File: src/hdl/olst_pkg.sv
// ----------------------------------------------------------------------------
// olst_pkg: shared types and codes for the ordered list store
// Command, status and cell operation codes plus the control word that the
// controller broadcasts to every storage cell.
// ----------------------------------------------------------------------------
package olst_pkg;

   // Broadcast index width; covers counts up to 127 elements
   localparam int unsigned IDX_W = 7;

   // Command codes
   localparam logic [2:0] CMD_INS_FRONT = 3'd0;
   localparam logic [2:0] CMD_DEL_FRONT = 3'd1;
   localparam logic [2:0] CMD_INS_AT    = 3'd2;
   localparam logic [2:0] CMD_DEL_AT    = 3'd3;
   localparam logic [2:0] CMD_INS_END   = 3'd4;
   localparam logic [2:0] CMD_DEL_END   = 3'd5;
   localparam logic [2:0] CMD_READ_ALL  = 3'd6;
   localparam logic [2:0] CMD_SEARCH    = 3'd7;

   // Status codes
   localparam logic [2:0] ST_OK       = 3'd0;
   localparam logic [2:0] ST_FULL     = 3'd1;
   localparam logic [2:0] ST_EMPTY    = 3'd2;
   localparam logic [2:0] ST_RANGE    = 3'd3;
   localparam logic [2:0] ST_NOTFOUND = 3'd4;

   // Cell operations
   localparam logic [1:0] CELL_HOLD = 2'd0;
   localparam logic [1:0] CELL_INS  = 2'd1;
   localparam logic [1:0] CELL_DEL  = 2'd2;
   localparam logic [1:0] CELL_ROT  = 2'd3;

   // Control word seen by every cell
   typedef struct packed {
      logic [1:0]       op;
      logic [IDX_W-1:0] pos;   // insert/delete position
      logic [IDX_W-1:0] last;  // index of the last occupied cell
   } cell_ctl_type;

endpackage

File: src/hdl/olst_cell.sv
// ----------------------------------------------------------------------------
// olst_cell: one storage cell of the ordered list
// Holds one element and takes its next value from a neighbor, the insert
// value or the head of the list, as the broadcast control word selects.
// ----------------------------------------------------------------------------
module olst_cell #(
   parameter int unsigned INDEX = 0
) (
   input  logic                       clock,
   input  olst_pkg::cell_ctl_type     ctl,
   input  logic signed [31:0]         prev_value,
   input  logic signed [31:0]         next_value,
   input  logic signed [31:0]         head_value,
   input  logic signed [31:0]         ins_value,
   output logic signed [31:0]         cell_value
);

   localparam logic [olst_pkg::IDX_W-1:0] MY_IDX = olst_pkg::IDX_W'(INDEX);

   logic signed [31:0] data_ff;
   logic signed [31:0] data_in;

   // Neighbor selection
   always_comb begin
      data_in = data_ff;
      case (ctl.op)
         olst_pkg::CELL_INS: begin
            if (MY_IDX > ctl.pos) begin
               data_in = prev_value;
            end else if (MY_IDX == ctl.pos) begin
               data_in = ins_value;
            end
         end
         olst_pkg::CELL_DEL: begin
            if (MY_IDX >= ctl.pos) begin
               data_in = next_value;
            end
         end
         olst_pkg::CELL_ROT: begin
            if (MY_IDX < ctl.last) begin
               data_in = next_value;
            end else if (MY_IDX == ctl.last) begin
               data_in = head_value;
            end
         end
         default: data_in = data_ff;
      endcase
   end

   // Element storage, no reset: read only once written
   always_ff @(posedge clock) begin
      data_ff <= data_in;
   end

   assign cell_value = data_ff;

endmodule

File: src/hdl/ordered_list_store_top.sv
// ----------------------------------------------------------------------------
// ordered_list_store_top: bounded ordered list of signed 32-bit values
// A row of CAPACITY cells holds the elements in order; a small controller
// checks each command, broadcasts shift or rotate operations to the cells
// and drives the result port.
// ----------------------------------------------------------------------------
// Usage: pulse start with a command while busy is low. Insert, delete, and a
// read-all or search of an empty list pass through the execute state, which
// checks the command and shifts every cell at once, then return to idle. A
// read-all or search of a list of N elements then enters the rotate state: the
// cells rotate toward the head once per cycle, one step per element, so the list
// ends up in its original order. Read-all gives one result per cycle, element 0
// first, the last one flagged. Search gives one result after the rotation. Results
// appear on rsp_* for exactly one cycle with rsp_strobe high; the receiver
// cannot stall them, so it must take every strobed transfer.
// ----------------------------------------------------------------------------
module ordered_list_store_top #(
   parameter int unsigned CAPACITY = 16
) (
   input  logic               clock,
   input  logic               reset,
   input  logic               start,
   output logic               busy,
   input  logic [2:0]         req_command,
   input  logic signed [31:0] req_value,
   input  logic [4:0]         req_position,
   output logic               rsp_strobe,
   output logic [2:0]         rsp_status,
   output logic signed [31:0] rsp_item_value,
   output logic [3:0]         rsp_item_position,
   output logic               rsp_last
);

   localparam int unsigned CW = $clog2(CAPACITY + 1);
   localparam int unsigned SW = $clog2(CAPACITY);
   localparam int unsigned XW = olst_pkg::IDX_W;

   localparam logic [1:0] S_IDLE = 2'd0;
   localparam logic [1:0] S_EXEC = 2'd1;
   localparam logic [1:0] S_ROT  = 2'd2;

   // Control registers
   logic [1:0]         state_ff, state_in;
   logic [CW-1:0]      count_ff, count_in;
   logic [SW-1:0]      step_ff, step_in;
   logic               found_ff, found_in;
   logic [SW-1:0]      found_pos_ff, found_pos_in;
   logic               rsp_strobe_ff, rsp_strobe_in;

   // Command and result payload
   logic [2:0]         cmd_ff;
   logic signed [31:0] value_ff;
   logic [4:0]         pos_ff;
   logic [2:0]         rsp_status_ff, rsp_status_in;
   logic signed [31:0] rsp_item_value_ff, rsp_item_value_in;
   logic [3:0]         rsp_item_position_ff, rsp_item_position_in;
   logic               rsp_last_ff, rsp_last_in;

   olst_pkg::cell_ctl_type ctl;
   logic signed [31:0]     cell_value [CAPACITY];

   logic [XW-1:0] count_x;
   logic [XW-1:0] last_idx;
   logic [XW-1:0] eff_pos;
   logic          is_full;
   logic          is_empty;
   logic          at_last;
   logic          head_match;
   logic          accept;

   assign accept   = start && (state_ff == S_IDLE);
   assign busy     = (state_ff != S_IDLE);
   assign count_x  = XW'(count_ff);
   assign last_idx = count_x - XW'(1);
   assign is_full  = (count_ff == CW'(CAPACITY));
   assign is_empty = (count_ff == '0);
   assign at_last  = (XW'(step_ff) == last_idx);
   assign head_match = (cell_value[0] == value_ff);

   // Effective position of the command
   always_comb begin
      case (cmd_ff)
         olst_pkg::CMD_INS_AT, olst_pkg::CMD_DEL_AT: eff_pos = XW'(pos_ff);
         olst_pkg::CMD_INS_END:                      eff_pos = count_x;
         olst_pkg::CMD_DEL_END:                      eff_pos = last_idx;
         default:                                    eff_pos = '0;
      endcase
   end

   // Command sequencer
   always_comb begin
      state_in             = state_ff;
      count_in             = count_ff;
      step_in              = step_ff;
      found_in             = found_ff;
      found_pos_in         = found_pos_ff;
      ctl.op               = olst_pkg::CELL_HOLD;
      ctl.pos              = eff_pos;
      ctl.last             = last_idx;
      rsp_strobe_in        = 1'b0;
      rsp_status_in        = olst_pkg::ST_OK;
      rsp_item_value_in    = '0;
      rsp_item_position_in = '0;
      rsp_last_in          = 1'b1;
      case (state_ff)
         S_IDLE: begin
            if (accept) begin
               state_in = S_EXEC;
            end
         end
         S_EXEC: begin
            state_in = S_IDLE;
            case (cmd_ff)
               olst_pkg::CMD_INS_FRONT, olst_pkg::CMD_INS_AT,
               olst_pkg::CMD_INS_END: begin
                  rsp_strobe_in = 1'b1;
                  if (is_full) begin
                     rsp_status_in = olst_pkg::ST_FULL;
                  end else if (eff_pos > count_x) begin
                     rsp_status_in = olst_pkg::ST_RANGE;
                  end else begin
                     ctl.op   = olst_pkg::CELL_INS;
                     count_in = count_ff + CW'(1);
                  end
               end
               olst_pkg::CMD_DEL_FRONT, olst_pkg::CMD_DEL_AT,
               olst_pkg::CMD_DEL_END: begin
                  rsp_strobe_in = 1'b1;
                  if (is_empty) begin
                     rsp_status_in = olst_pkg::ST_EMPTY;
                  end else if (eff_pos >= count_x) begin
                     rsp_status_in = olst_pkg::ST_RANGE;
                  end else begin
                     ctl.op   = olst_pkg::CELL_DEL;
                     count_in = count_ff - CW'(1);
                  end
               end
               default: begin
                  // read-all and search
                  if (is_empty) begin
                     rsp_strobe_in = 1'b1;
                     rsp_status_in = olst_pkg::ST_EMPTY;
                  end else begin
                     state_in = S_ROT;
                     step_in  = '0;
                     found_in = 1'b0;
                  end
               end
            endcase
         end
         S_ROT: begin
            ctl.op = olst_pkg::CELL_ROT;
            if (cmd_ff == olst_pkg::CMD_READ_ALL) begin
               rsp_strobe_in        = 1'b1;
               rsp_item_value_in    = cell_value[0];
               rsp_item_position_in = 4'(step_ff);
               rsp_last_in          = at_last;
            end else begin
               if (head_match && !found_ff) begin
                  found_in     = 1'b1;
                  found_pos_in = step_ff;
               end
               if (at_last) begin
                  rsp_strobe_in = 1'b1;
                  if (found_ff) begin
                     rsp_item_position_in = 4'(found_pos_ff);
                  end else if (head_match) begin
                     rsp_item_position_in = 4'(step_ff);
                  end else begin
                     rsp_status_in = olst_pkg::ST_NOTFOUND;
                  end
               end
            end
            if (at_last) begin
               state_in = S_IDLE;
            end else begin
               step_in = step_ff + SW'(1);
            end
         end
         default: state_in = S_IDLE;
      endcase
   end

   // Control state
   always_ff @(posedge clock) begin
      if (reset) begin
         state_ff      <= S_IDLE;
         count_ff      <= '0;
         step_ff       <= '0;
         found_ff      <= 1'b0;
         found_pos_ff  <= '0;
         rsp_strobe_ff <= 1'b0;
      end else begin
         state_ff      <= state_in;
         count_ff      <= count_in;
         step_ff       <= step_in;
         found_ff      <= found_in;
         found_pos_ff  <= found_pos_in;
         rsp_strobe_ff <= rsp_strobe_in;
      end
   end

   // Command capture and result payload
   always_ff @(posedge clock) begin
      if (accept) begin
         cmd_ff   <= req_command;
         value_ff <= req_value;
         pos_ff   <= req_position;
      end
      rsp_status_ff        <= rsp_status_in;
      rsp_item_value_ff    <= rsp_item_value_in;
      rsp_item_position_ff <= rsp_item_position_in;
      rsp_last_ff          <= rsp_last_in;
   end

   // Row of storage cells
   for (genvar i = 0; i < CAPACITY; i++) begin : g_cell
      logic signed [31:0] prev_v;
      logic signed [31:0] next_v;
      if (i == 0) begin : g_first
         assign prev_v = value_ff;
      end else begin : g_mid_prev
         assign prev_v = cell_value[i-1];
      end
      if (i == CAPACITY - 1) begin : g_lastc
         assign next_v = cell_value[i];
      end else begin : g_mid_next
         assign next_v = cell_value[i+1];
      end
      olst_cell #(
         .INDEX(i)
      ) u_cell (
         .clock      (clock),
         .ctl        (ctl),
         .prev_value (prev_v),
         .next_value (next_v),
         .head_value (cell_value[0]),
         .ins_value  (value_ff),
         .cell_value (cell_value[i])
      );
   end

   assign rsp_strobe        = rsp_strobe_ff;
   assign rsp_status        = rsp_status_ff;
   assign rsp_item_value    = rsp_item_value_ff;
   assign rsp_item_position = rsp_item_position_ff;
   assign rsp_last          = rsp_last_ff;

endmodule
File: config.mk
export PLATFORM = sky130hd
export DESIGN_NAME = ordered_list_store_top
export DESIGN_NICKNAME = d
export VERILOG_FILES = /design/src/hdl/olst_pkg.sv /design/src/hdl/olst_cell.sv /design/src/hdl/ordered_list_store_top.sv
export SDC_FILE = /design/constraint.sdc
export NUM_CORES = 2
export LEC_CHECK = 0
export ABC_AREA = 0
export BUFFER_PORTS_ARGS = -buffer_cell sky130_fd_sc_hd__clkbuf_2
export CAP_MARGIN = 20
export CORE_MARGIN = 5
export CORE_UTILIZATION = 35
export DETAILED_ROUTE_END_ITERATION = 16
export SYNTH_ARGS = -nofsm -noshare
export SYNTH_HDL_FRONTEND = slang
export SYNTH_SLANG_ARGS = --single-unit
export TNS_END_PERCENT = 20
File: constraint.sdc
create_clock -name clock -period 15.8 [get_ports clock]
set_clock_uncertainty 0.2 [all_clocks]
set_input_delay 3.16 -clock clock [delete_from_list [all_inputs] [get_ports clock]]
set_output_delay 3.16 -clock clock [all_outputs]
set_load 0.02 [all_outputs]
==> qor.csv <==
stage,metric,value,unit
place,hpwl,62.8,mm
power,irDropWorstVdd,0.0000864,V
clock_network,cts_sinks,609,
worst_setup_path,crit_buf_inv,4,
worst_setup_path,critPathMaxFanout,214,
synth,syn_area,33500,sq um
power,total_power,3.96,mW
clock_network,numCtsBuffers,61,
worst_hold_path,hold_path_class,register to register,
worst_setup_path,arrival,6700,ps
place,placed_cells,4116,
grt,grt_pass1_vias,24700,
synth,synth_area_leaders,"edfxtp_1 49%, mux2i_1 13%, a22oi_1 5.7%",
grt,grt_usage,22.5,%
outcome,status,finished clean,
route,drc,0,
sta,setup_viol,0,
die,die_x,319,um
synth,yosys.area.top_type,edfxtp_1,
synth,async_reset_ff_share,0,%
clock_network,htreeDepth,2,
worst_setup_path,startpoint,count_ff[0],
clock_network,cts_hold_buffers,0,
worst_setup_path,start_kind,register,
clock_network,cts_buffer_depth,3,
worst_setup_path,cp.depth,13,
layout,nNetsFinal,2978,
clock_network,clock_latency,670,ps
die,num_rows,113,
sta,max_freq,0.154,GHz
worst_setup_path,critical-path-max-stage-delay,880,ps
grt,grt_max_degree,215,
synth,syn_inst,3040,
die,die_h,319,um
sta,setup_slack,9320,ps
synth,synthSimpleGateAreaFrac,8.18,%
synth,synth_common_cells,"552 x edfxtp_1, 425 x mux2i_1, 356 x nand2_1, 255 x a22oi_1, 234 x clkbuf_1",
sta,drv_slew,0,
power,p_leak,13.0,nW
worst_setup_path,path_cells,"inv_1, ha_1, and2_1, o32a_2, clkinv_1, ha_1, a211oi_1, o21ai_1, o31ai_4, buf_12, buf_12, nor2_1, a221o_1",
synth,synth-xor-area-share,1.31,%
layout,antenna_cells,0,
sta,hold_viol,0,
clock_network,cts_setup_buffers,0,
route,vias,26800,
layout,area_growth,10.5,%
synth,synth_compound_area_share,18.1,%
layout,design_area,37000,sq um
route,drt-total-wl,121,mm
route,dr.pass1.iters,6,
worst_setup_path,cp.required,16020,ps
clock_network,cts_resized,0,
sta,relSlewSlack,16.4,%
route,first_iter_violations,4218,
worst_setup_path,crit_end,g_cell[8].u_cell.cell_value[10],
worst_setup_path,ff2ff_path_depth,13,
synth,synth_most_common_cell,edfxtp_1,
route,avgViaCountPerCell,6.32,
synth,synthAdderAreaFrac,0.732,%
grt,antenna_found_initial,0,
sta,rsz0062_at_grt,false,
clock_network,cts_root_buf,clkbuf_16,
worst_setup_path,crit_family,buffers and inverters,
route,post_drt_wl_per_cell,28.5,um
place,pre_cts_ws,9420,ps
clock_network,cts_tree,done,
layout,drive_gt1_share,11.6,%
worst_setup_path,crit_slowest_cell,dfxtp_1,
worst_setup_path,worstSetupPathType,register to register,
sta,fin_crit,6480,ps
die,floorplan.io_pins,85,
synth,synth_warnings,0,
synth,synth_mux_area_share,12.7,%
worst_setup_path,rrSetupSlack,9320,ps
flow_run,cap_violations,0,
layout,postLayoutCoreUtil,39.0,%
synth,synth.ff_latch_count,609,
place,gp_congestion,0.846,
grt,grt_pass1_wl,174,mm
die,core-area,95000,sq um
clock_network,clk_pin_slew,70,ps
grt,grt.overflow.total,0,
synth,synth_top_area_share,49.5,%
power,power_density,107,nW/um^2
sta,tightest_slew,1250,ps
synth,synth.yosys.seq_area_share,52.9,%
die,dieArea,102000,sq um
place,dpl_cell_area,35000,sq um
synth,synthFlopType,edfxtp_1,
synth,ys_types,81,
worst_setup_path,crit_path_end_kind,register,
sta,whs,276,ps
synth,synth_top_family_by_area,compound AO/OA/AOI/OAI gates,
layout,finalNonFillerCells,4234,
sta,finalSetupTns,0,ps
worst_setup_path,rr_endpoint,g_cell[8].u_cell.cell_value[10],
synth,synth_edf_count,552,
place,port_buffers,84,
synth,postSynthAreaPerCell,11.0,sq um
die,start_util,35.3,%
synth,synth_nets,3102,
route,antenna_left,0,
worst_setup_path,regToRegStartpoint,count_ff[0],
sta,fin_crit_sh,41.0,%
==> cells by family after synthesis <==
group           Yosys count
simple gates            611
buf+inv                 469
xor+xnor                 47
fa+ha+maj                19
mux                     426
compound gates          859
flops                   609
==> final cells by class <==
class	instances	area, sq um
flip-flops and latches	609	17700
multi-input cells	1962	14200
fillers	9175	58000
clock inverters	20	156
clock buffers	96	1830
well taps	1265	1580
inverters	112	420
repair buffers	170	1100
==> worst register-to-register path, stage by stage (launching register included) <==
cell	delay, ps
dfxtp_1	880
inv_1	250
ha_1	600
and2_1	220
o32a_2	220
clkinv_1	250
ha_1	400
a211oi_1	310
o21ai_1	270
o31ai_4	580
buf_12	600
buf_12	810
nor2_1	350
a221o_1	290
==> state kept, by name, indices dropped and copies added (netlist names), 3 cells and up <==
signal and cells:
count_ff 5, rsp_status 3, rsp_item_value 32, g_cell.prev_v 32, pos_ff 5, step_ff 4, cmd_ff 3, rsp_item_position 4
found_pos_ff 4, g_cell.u_cell.cell_value 512
==> cells in the final DEF, fill, tap and decap left out, drive strengths merged, types with 5 or more instances in the layout <==
cell type and count:
a211oi 9, a21o 6, a21oi 35, a221o 64, a22oi 255, and2 44, buf 86, clkbuf 180
clkinv 16, dfxtp 57, edfxtp 552, ha 18, inv 113, mux2i 425, nand2 357, nand2b 6
nand3 40, nand4 14, nor2 103, nor3 18, o211ai 69, o21a 7, o21ai 278, o221ai 96
o22ai 5, xnor2 40, xor2 5
==> routing by layer <==
metal  vias up  GRT usage [%]  wire [um]
met5         -              0          0
met4         0           7.89       4840
met3       288           4.80      16100
met2      1992           31.3      48300
met1     13300           34.4      51400
li1      11200              -          -
==> worst min-delay path by stage <==
| stage | startpoint | endpoint | slack (ps) | cells past startpoint |
|---|---|---|---|---|
| global route | found_pos_ff[3] | rsp_item_position[3] | 310 | 1 |
| detailed placement | found_pos_ff[3] | rsp_item_position[3] | 270 | 1 |
| floorplan | found_pos_ff[0] | rsp_item_position[0] | 250 | 1 |
| finish | found_pos_ff[3] | rsp_item_position[3] | 280 | 1 |
| global placement | found_pos_ff[3] | rsp_item_position[3] | 270 | 1 |
| CTS | found_pos_ff[3] | rsp_item_position[3] | 270 | 1 |
==> power breakdown <==
| group | switching, mW | internal, mW |
|---|---|---|
| logic | 0.385 | 0.228 |
| registers | 0.0434 | 1.82 |
| clock network | 0.673 | 0.813 |
(Power assumes the default switching activity.)
